<file path="src/pfs_pkg.sv">
// ----------------------------------------------------------------------------
// pfs_pkg
// Shared types and codes for the periodic frame scheduler.
// ----------------------------------------------------------------------------
package pfs_pkg;

    localparam logic OP_ADD  = 1'b0;
    localparam logic OP_TICK = 1'b1;

    typedef enum logic [1:0] {
        S_IDLE,
        S_RD,
        S_CMP
    } t_state;

    typedef struct packed {
        logic [10:0] ident;
        logic        periodic;
        logic [31:0] due;
        logic [31:0] period;
    } t_entry;

    typedef struct packed {
        logic        done;
        logic        send_valid;
        logic [10:0] send_id;
        logic        add_accepted;
    } t_result;

endpackage

</file>
<file path="src/pfs_in_if.sv">
// ----------------------------------------------------------------------------
// pfs_in_if
// Request channel: table add or millisecond tick.
// ----------------------------------------------------------------------------
interface pfs_in_if;
    logic        valid;
    logic        ready;
    logic        op;
    logic [10:0] frame_id;
    logic        periodic;
    logic [31:0] first_due;
    logic [31:0] period;
    logic [31:0] now_ms;

    modport source (output valid, op, frame_id, periodic, first_due, period, now_ms,
                    input ready);
    modport sink   (input valid, op, frame_id, periodic, first_due, period, now_ms,
                    output ready);
endinterface

</file>
<file path="src/pfs_out_if.sv">
// ----------------------------------------------------------------------------
// pfs_out_if
// Response channel: one word per request.
// ----------------------------------------------------------------------------
interface pfs_out_if;
    logic        valid;
    logic        ready;
    logic        send_valid;
    logic [10:0] send_id;
    logic        add_accepted;

    modport source (output valid, send_valid, send_id, add_accepted, input ready);
    modport sink   (input valid, send_valid, send_id, add_accepted, output ready);
endinterface

</file>
<file path="src/pfs_table.sv">
// ----------------------------------------------------------------------------
// pfs_table
// Entry memory, one write port and one registered read port.
// ----------------------------------------------------------------------------
module pfs_table
    import pfs_pkg::*;
#(
    parameter int TABLE_DEPTH = 16,
    localparam int IDX_W = (TABLE_DEPTH > 1) ? $clog2(TABLE_DEPTH) : 1
) (
    input  logic             i_clk,
    input  logic             i_we,
    input  logic [IDX_W-1:0] i_waddr,
    input  t_entry           i_wdata,
    input  logic [IDX_W-1:0] i_raddr,
    output t_entry           o_rdata
);

    t_entry r_mem [TABLE_DEPTH];
    t_entry r_rdata;

    always_ff @(posedge i_clk) begin
        if (i_we) begin
            r_mem[i_waddr] <= i_wdata;
        end
        r_rdata <= r_mem[i_raddr];
    end

    assign o_rdata = r_rdata;

endmodule

</file>
<file path="src/pfs_ctrl.sv">
// ----------------------------------------------------------------------------
// pfs_ctrl
// Sequencer: appends entries and scans the table one entry at a time on ticks.
// ----------------------------------------------------------------------------
module pfs_ctrl
    import pfs_pkg::*;
#(
    parameter int TABLE_DEPTH = 16,
    localparam int IDX_W = (TABLE_DEPTH > 1) ? $clog2(TABLE_DEPTH) : 1,
    localparam int CNT_W = $clog2(TABLE_DEPTH + 1)
) (
    input  logic             i_clk,
    input  logic             i_rst_n,
    input  logic             i_enable,
    input  logic             i_start,
    input  logic             i_op,
    input  logic [10:0]      i_frame_id,
    input  logic             i_periodic,
    input  logic [31:0]      i_first_due,
    input  logic [31:0]      i_period,
    input  logic [31:0]      i_now_ms,
    output logic             o_idle,
    output t_result          o_result,
    output logic             o_we,
    output logic [IDX_W-1:0] o_waddr,
    output t_entry           o_wdata,
    output logic [IDX_W-1:0] o_raddr,
    input  t_entry           i_rdata
);

    t_state           r_state, n_state;
    logic [IDX_W-1:0] r_idx, n_idx;
    logic [CNT_W-1:0] r_count, n_count;
    logic [31:0]      r_last, n_last;
    logic [31:0]      r_now, n_now;

    logic hit;
    logic last_entry;
    logic tick_live;
    logic room;

    assign hit        = i_rdata.periodic && (r_now >= i_rdata.due);
    assign last_entry = (CNT_W'(r_idx) + CNT_W'(1)) == r_count;
    assign tick_live  = i_enable && (i_now_ms != r_last);
    assign room       = r_count < CNT_W'(TABLE_DEPTH);

    always_comb begin
        n_state = r_state;
        unique case (r_state)
            S_IDLE: begin
                if (i_start && i_op == OP_TICK && tick_live && r_count != '0) begin
                    n_state = S_RD;
                end
            end
            S_RD: begin
                n_state = S_CMP;
            end
            S_CMP: begin
                if (hit || last_entry) begin
                    n_state = S_IDLE;
                end else begin
                    n_state = S_RD;
                end
            end
            default: begin
                n_state = S_IDLE;
            end
        endcase
    end

    always_comb begin
        n_idx    = r_idx;
        n_count  = r_count;
        n_last   = r_last;
        n_now    = r_now;
        o_we     = 1'b0;
        o_waddr  = r_idx;
        o_wdata  = i_rdata;
        o_raddr  = r_idx;
        o_result = '0;
        o_idle   = 1'b0;
        unique case (r_state)
            S_IDLE: begin
                o_idle = 1'b1;
                if (i_start) begin
                    if (i_op == OP_ADD) begin
                        o_result.done = 1'b1;
                        if (room) begin
                            o_we                  = 1'b1;
                            o_waddr               = r_count[IDX_W-1:0];
                            o_wdata.ident         = i_frame_id;
                            o_wdata.periodic      = i_periodic;
                            o_wdata.due           = i_first_due;
                            o_wdata.period        = i_period;
                            n_count               = r_count + CNT_W'(1);
                            o_result.add_accepted = 1'b1;
                        end
                    end else begin
                        if (tick_live) begin
                            n_last = i_now_ms;
                            n_now  = i_now_ms;
                            n_idx  = '0;
                        end
                        if (!(tick_live && r_count != '0)) begin
                            o_result.done = 1'b1;
                        end
                    end
                end
            end
            S_RD: begin
            end
            S_CMP: begin
                if (hit) begin
                    o_we                = 1'b1;
                    o_wdata.due         = r_now + i_rdata.period;
                    o_result.done       = 1'b1;
                    o_result.send_valid = 1'b1;
                    o_result.send_id    = i_rdata.ident;
                end else if (last_entry) begin
                    o_result.done = 1'b1;
                end else begin
                    n_idx = r_idx + IDX_W'(1);
                end
            end
            default: begin
            end
        endcase
    end

    always_ff @(posedge i_clk) begin
        if (!i_rst_n) begin
            r_state <= S_IDLE;
            r_count <= '0;
            r_last  <= '0;
        end else begin
            r_state <= n_state;
            r_count <= n_count;
            r_last  <= n_last;
        end
        r_idx <= n_idx;
        r_now <= n_now;
    end

endmodule

</file>
<file path="src/periodic_frame_scheduler_core.sv">
// ----------------------------------------------------------------------------
// periodic_frame_scheduler_core
// Table of periodic remote-request frames with a sequential due-time scan.
// ----------------------------------------------------------------------------
// Each request word returns exactly one response word. An add appends to the
// table if there is room and is refused otherwise. A live tick (enabled, new
// time, non-empty table) scans the entry memory from index 0, one entry at a
// time (registered read, then compare and due-time update through one 32-bit
// adder), and stops at the first due periodic entry or at the last entry.
// The block takes no new request until the previous response word has been
// taken.
module periodic_frame_scheduler_core
    import pfs_pkg::*;
#(
    parameter int TABLE_DEPTH = 16
) (
    input  logic     i_clk,
    input  logic     i_rst_n,
    input  logic     i_cfg_we,
    input  logic     i_cfg_wdata,
    pfs_in_if.sink   i_req,
    pfs_out_if.source o_rsp
);

    localparam int IDX_W = (TABLE_DEPTH > 1) ? $clog2(TABLE_DEPTH) : 1;

    logic             r_enable;
    logic             r_out_valid;
    logic             r_send_valid;
    logic [10:0]      r_send_id;
    logic             r_add_accepted;

    logic             idle;
    logic             start;
    t_result          result;
    logic             mem_we;
    logic [IDX_W-1:0] mem_waddr;
    logic [IDX_W-1:0] mem_raddr;
    t_entry           mem_wdata;
    t_entry           mem_rdata;

    assign i_req.ready = idle && !r_out_valid;
    assign start       = i_req.valid && i_req.ready;

    pfs_ctrl #(
        .TABLE_DEPTH (TABLE_DEPTH)
    ) u_ctrl (
        .i_clk       (i_clk),
        .i_rst_n     (i_rst_n),
        .i_enable    (r_enable),
        .i_start     (start),
        .i_op        (i_req.op),
        .i_frame_id  (i_req.frame_id),
        .i_periodic  (i_req.periodic),
        .i_first_due (i_req.first_due),
        .i_period    (i_req.period),
        .i_now_ms    (i_req.now_ms),
        .o_idle      (idle),
        .o_result    (result),
        .o_we        (mem_we),
        .o_waddr     (mem_waddr),
        .o_wdata     (mem_wdata),
        .o_raddr     (mem_raddr),
        .i_rdata     (mem_rdata)
    );

    pfs_table #(
        .TABLE_DEPTH (TABLE_DEPTH)
    ) u_table (
        .i_clk   (i_clk),
        .i_we    (mem_we),
        .i_waddr (mem_waddr),
        .i_wdata (mem_wdata),
        .i_raddr (mem_raddr),
        .o_rdata (mem_rdata)
    );

    always_ff @(posedge i_clk) begin
        if (!i_rst_n) begin
            r_enable    <= 1'b0;
            r_out_valid <= 1'b0;
        end else begin
            if (i_cfg_we) begin
                r_enable <= i_cfg_wdata;
            end
            if (result.done) begin
                r_out_valid <= 1'b1;
            end else if (o_rsp.ready) begin
                r_out_valid <= 1'b0;
            end
        end
        if (result.done) begin
            r_send_valid   <= result.send_valid;
            r_send_id      <= result.send_id;
            r_add_accepted <= result.add_accepted;
        end
    end

    assign o_rsp.valid        = r_out_valid;
    assign o_rsp.send_valid   = r_send_valid;
    assign o_rsp.send_id      = r_send_id;
    assign o_rsp.add_accepted = r_add_accepted;

endmodule
</file>
<file path="src/flat_wrapper.sv">
// flat-port wrapper written by rule: the top's interface ports become plain ports
module periodic_frame_scheduler_core_flat import pfs_pkg::*;
#(
    parameter int TABLE_DEPTH = 16
)
  (i_clk, i_rst_n, i_cfg_we, i_cfg_wdata, i_req_valid, i_req_op, i_req_frame_id, i_req_periodic, i_req_first_due, i_req_period, i_req_now_ms, i_req_ready, o_rsp_valid, o_rsp_send_valid, o_rsp_send_id, o_rsp_add_accepted, o_rsp_ready);
  pfs_in_if i_req_i ();
  pfs_out_if o_rsp_i ();
  input  logic i_clk;
  input  logic i_rst_n;
  input  logic i_cfg_we;
  input  logic i_cfg_wdata;
  input wire logic [$bits(i_req_i.valid)-1:0] i_req_valid;
  input wire logic [$bits(i_req_i.op)-1:0] i_req_op;
  input wire logic [$bits(i_req_i.frame_id)-1:0] i_req_frame_id;
  input wire logic [$bits(i_req_i.periodic)-1:0] i_req_periodic;
  input wire logic [$bits(i_req_i.first_due)-1:0] i_req_first_due;
  input wire logic [$bits(i_req_i.period)-1:0] i_req_period;
  input wire logic [$bits(i_req_i.now_ms)-1:0] i_req_now_ms;
  output wire logic [$bits(i_req_i.ready)-1:0] i_req_ready;
  output wire logic [$bits(o_rsp_i.valid)-1:0] o_rsp_valid;
  output wire logic [$bits(o_rsp_i.send_valid)-1:0] o_rsp_send_valid;
  output wire logic [$bits(o_rsp_i.send_id)-1:0] o_rsp_send_id;
  output wire logic [$bits(o_rsp_i.add_accepted)-1:0] o_rsp_add_accepted;
  input wire logic [$bits(o_rsp_i.ready)-1:0] o_rsp_ready;
  assign i_req_i.valid = i_req_valid;
  assign i_req_i.op = i_req_op;
  assign i_req_i.frame_id = i_req_frame_id;
  assign i_req_i.periodic = i_req_periodic;
  assign i_req_i.first_due = i_req_first_due;
  assign i_req_i.period = i_req_period;
  assign i_req_i.now_ms = i_req_now_ms;
  assign i_req_ready = i_req_i.ready;
  assign o_rsp_valid = o_rsp_i.valid;
  assign o_rsp_send_valid = o_rsp_i.send_valid;
  assign o_rsp_send_id = o_rsp_i.send_id;
  assign o_rsp_add_accepted = o_rsp_i.add_accepted;
  assign o_rsp_i.ready = o_rsp_ready;
  periodic_frame_scheduler_core #(.TABLE_DEPTH(TABLE_DEPTH)) u_core (.i_clk(i_clk), .i_rst_n(i_rst_n), .i_cfg_we(i_cfg_we), .i_cfg_wdata(i_cfg_wdata), .i_req(i_req_i), .o_rsp(o_rsp_i));
endmodule
</file>
<file path="config.mk">
export PLATFORM = sky130hd
export DESIGN_NAME = periodic_frame_scheduler_core_flat
export DESIGN_NICKNAME = d
export VERILOG_FILES = /design/src/pfs_pkg.sv /design/src/pfs_in_if.sv /design/src/pfs_out_if.sv /design/src/pfs_table.sv /design/src/pfs_ctrl.sv /design/src/periodic_frame_scheduler_core.sv /design/src/flat_wrapper.sv
export SDC_FILE = /design/constraint.sdc
export NUM_CORES = 2
export LEC_CHECK = 0
export BUFFER_PORTS_ARGS = -buffer_cell sky130_fd_sc_hd__clkbuf_2
export CORE_MARGIN = 3
export CORE_UTILIZATION = 48
export CTS_CLUSTER_DIAMETER = 30
export DETAILED_ROUTE_END_ITERATION = 8
export PLACE_DENSITY = 0.69
export SYNTH_ARGS = -nofsm -noshare
export SYNTH_HDL_FRONTEND = slang
export SYNTH_HIERARCHICAL = 1
export SYNTH_SLANG_ARGS = --single-unit
</file>
<file path="constraint.sdc">
create_clock -name i_clk -period 8.2 [get_ports i_clk]
set_input_delay 0.82 -clock i_clk [delete_from_list [all_inputs] [get_ports i_clk]]
set_output_delay 0.82 -clock i_clk [all_outputs]
set_load 0.01 [all_outputs]
</file>
==> key figures <==
Placed design
  – GPL Wtd Cong: between 0.9 and 1
  – Detailed Place HPWL: slightly above 80 mm
  – Post-DP Area: about 57000 sq um
  – Port bufs: about 130
  – Pre-CTS setup slack: approximately 2.4 ns
  – Placed Instances: 4435

Power and ir drop
  – Clock power frac: 0.570
  – Reg power frac: 0.403
  – NetSw: 0.00395 W
  – Power Dens Cells: slightly below 300 nW/um^2
  – Combinational share of power: 0.027
  – LEAKAGE: between 20 and 25 nW
  – Switching share of power: 0.203
  – Internal cell power: 0.0155 W
  – Max VDD drop: ~0.18 mV

Floorplanning
  – Row count: approximately 120
  – Core area: 113000 sq um
  – Vert. Die Dim: roughly 340 um
  – Initial Util: 0.485
  – I/O pins: 130
  – Die ar.: 118000 sq um
  – Die width: between 300 and 400 um

Global routing
  – Vias in the first global route: around 31000
  – Total grt overflow: 0
  – GR peak layer: met2
  – Initial antenna violation count: 8
  – Grt met2 use: 0.374
  – Pin count of the biggest net entering global routing: 173
  – Global-route wire length before repair: about 210 mm
  – Gr usage total: 0.244
  – M1 GR Usage: 0.342
  – Met3 GRT Util: 0.0657

Outcome
  – Status: completed

Routing
  – Final WL: ~140 mm
  – DR pass1 iterations: 5
  – Detailed Route Iter0 Violations: 3320
  – Drt drc: 0
  – Routed Antenna Nets: 0
  – Total number of vias: ~30000
  – Vias per cell: approximately 6.1
  – Drt wl/cell: approximately 29 um

Hold path
  – HP Start: i_req_now_ms[29]
  – Worst min path class: in -> reg

CTS
  – CTS sink count: 1382
  – Root buffer cell: clkbuf_16
  – Clock-pin slew on the worst setup and hold paths: ~0.050 ns
  – Post-CTS Setup Bufs: 0
  – # hold bufs at CTS: 0
  – Max clock buf depth: 4
  – Resized cells post-CTS: 0
  – H-tree Lvls: 5
  – Inserted Clock Buffers: around 280
  – Worst skew pair latency: around 0.86 ns
  – CTS tree: done

STA
  – Slew @ Worst Pin: 1.44 ns
  – Final setup viols: 0
  – Tmin final: about 6.1 ns
  – Setup ws final: 2.09 ns
  – Tcrit/Tclk final: 0.746
  – RSZ-0062 raised after global routing: false
  – Max Freq: roughly 160 MHz
  – Endpoints failing hold: 0
  – Headroom to the max-slew limit: 0.0416
  – Final Skew: around 0.08 ns
  – Max Transition Viols Final: 0
  – Setup TNS: 0 ns

Flow run
  – MaxCap Viol Count: 0

Critical path
  – Crit-path max cell delay: approximately 1.2 ns
  – Worst Path Max Fanout: 28
  – CP Buf/Inv Count: 1
  – Crit path max-delay family: simple AND/OR/NAND/NOR gates
  – Worst path cell trace: nor2_1 > nor2b_2 > and2_1 > nor3b_2 > nand2_2 > o21ai_0 > nand2b_1 > nor2_4 > buf_4
  – Critical path type: reg -> reg
  – CP Capture Type: register
  – Startpoint Class: register
  – Crit path from: u_core/u_ctrl/r_state[0]$_SDFFE_PN0P_
  – Critical Path RT: 8.63 ns
  – Crit-path slowest cell: nor2_4
  – Worst r2r src: u_core/u_ctrl/r_state[0]$_SDFFE_PN0P_
  – Arrival time worst endpoint: around 6.6 ns

Finish
  – Syn-to-layout area delta: 21.4%
  – Fill cells: roughly 8000
  – Post-route cell area: approximately 66000 sq um
  – Final net count: roughly 3400
  – Share of cells above drive strength 1: 0.280
  – Final core utilization: 0.589
  – Post-route insts no fill: slightly below 5000

Synth
  – Average size of a mapped cell: roughly 19 sq um
  – Synth warn: 6
  – Most frequent cell after synthesis: edfxtp_1
  – Synth Cell Area: ~55000 sq um
  – Post-synth top area share: 0.694
  – Cells after synthesis: a little under 3000
  – Net count after synthesis: a little over 3000
  – Yosys cell types: just under 80
  – Synth async-reset ratio: 0
  – Synth top area cells: edfxtp_1, mux4_2, dfxtp_1
  – FF+latch count, synth: about 1400
  – Synth Flop Type: edfxtp_1
  – Post-synth EDFFs: approximately 1300
  – Register area share after synthesis: 0.737
  – Cell accounting for the most synthesized area: edfxtp_1
  – Synth top cells by count: edfxtp_1, mux4_2, nand2_1
[final timing paths]
kind / endpoint / slack (ns) / cells past startpoint
hold / removal: u_core/u_ctrl/r_now[29]$_DFFE_PP_ / 0.26 / 1
hold reg to reg: u_core/u_ctrl/r_last[8]$_SDFFE_PN0P_ / 0.53 / 2
setup reg to reg: u_core/u_table/r_mem[10][38]$_DFFE_PP_ / 2.09 / 9
setup / recovery: u_core/u_table/r_mem[10][38]$_DFFE_PP_ / 2.09 / 9
[routing by layer]
metal | routed length, um | up-vias | part of all wire
met2 | 67400 | 1496 | 0.47
met4 | 4310 | 8 | 0.030
li1 | - | 12500 | -
met3 | 13200 | 278 | 0.092
met5 | 50 | - | 0.00035
met1 | 58400 | 15800 | 0.41
[power groups by stage]
stage | Sequential, W | Clock, W | Combinational (W)
after floorplan | 0.00796 | 0 | 0.000282
after global placement | 0.00797 | 0 | 0.000493
after detailed placement | 0.00797 | 0 | 0.000509
after CTS | 0.00785 | 0.0112 | 0.000513
after global routing | 0.00784 | 0.0116 | 0.000554
final | 0.00785 | 0.0111 | 0.000516
[kinds of logic (layout without fill, tap and decap cells)]
kind of cell               count (synthesis)  count (layout)  synth area share
adders and majority gates                 67              67            0.0155
and+or+nand+nor                          462             462            0.0379
DFF                                     1382            1382             0.737
AOI/OAI and AO/OA                        381             381            0.0490
xor gates and xnor gates                  65              65            0.0104
other                                      0               4                 0
muxes                                    340             340             0.132
buffers and inverters                    203             722            0.0182
[layout make-up]
type                            instances  area (sq um)  share of cell area
Clock buffer                          332          7360               0.111
Tap cell                             1500          1880              0.0283
Sequential cell                      1382         40300               0.607
Timing Repair Buffer                  184          1150              0.0173
Clock inverter                        152          1930              0.0291
Inverter                               54           203             0.00305
Antenna cell                            4          10.0            0.000151
Multi-Input combinational cell       1315         13500               0.204
[sequential cells by signal, summed over array words and instances, names as in the netlist, 2 cells and up]
name and flops:
u_core/u_table/o_rdata 76, u_core/u_ctrl/r_last 32, u_core/u_ctrl/r_count 5, u_core/u_ctrl/o_raddr 4, u_core/o_rsp.send_id 11, u_core/u_ctrl/r_state 2
u_core/u_ctrl/r_now 32, u_core/u_table/r_mem 1216
[cell usage in the layout, fill, tap and decap left out, drive strengths merged, types with 3 or more instances in the layout]
cell type | synthesis | layout
clkinvlp | 0 | 25
and2 | 20 | 20
xnor2 | 53 | 53
o221ai | 8 | 8
nand2b | 4 | 4
dfxtp | 117 | 117
nor3 | 12 | 12
nor2b | 42 | 42
diode | 0 | 4
buf | 64 | 55
a22oi | 161 | 161
nor3b | 3 | 3
a211oi | 6 | 6
mux2i | 34 | 34
and3 | 4 | 4
a221oi | 3 | 3
mux4 | 304 | 304
a221o | 9 | 9
nand3 | 14 | 14
o21bai | 6 | 6
nor2 | 63 | 63
xor2 | 12 | 12
o21a | 10 | 10
o211ai | 3 | 3
o22ai | 15 | 15
inv | 54 | 74
clkinv | 0 | 70
nand2 | 264 | 264
ha | 66 | 66
clkbuf | 85 | 461
a21o | 16 | 16
a31oi | 11 | 11
nand4 | 20 | 20
a21oi | 76 | 76
or3 | 5 | 5
edfxtp | 1265 | 1265
o21ai | 35 | 35
nand3b | 3 | 3
bufinv | 0 | 37
[metrics by stage]
stage / total power [W] / hold slack (ns)
CTS: 0.0196 / 0.215
global route: 0.0200 / 0.232
floorplan: 0.00824 / 0.483
global placement: 0.00846 / 0.505
finish: 0.0195 / 0.258
detailed placement: 0.00848 / 0.525
Note: power is estimated with default switching activity, not from simulation.
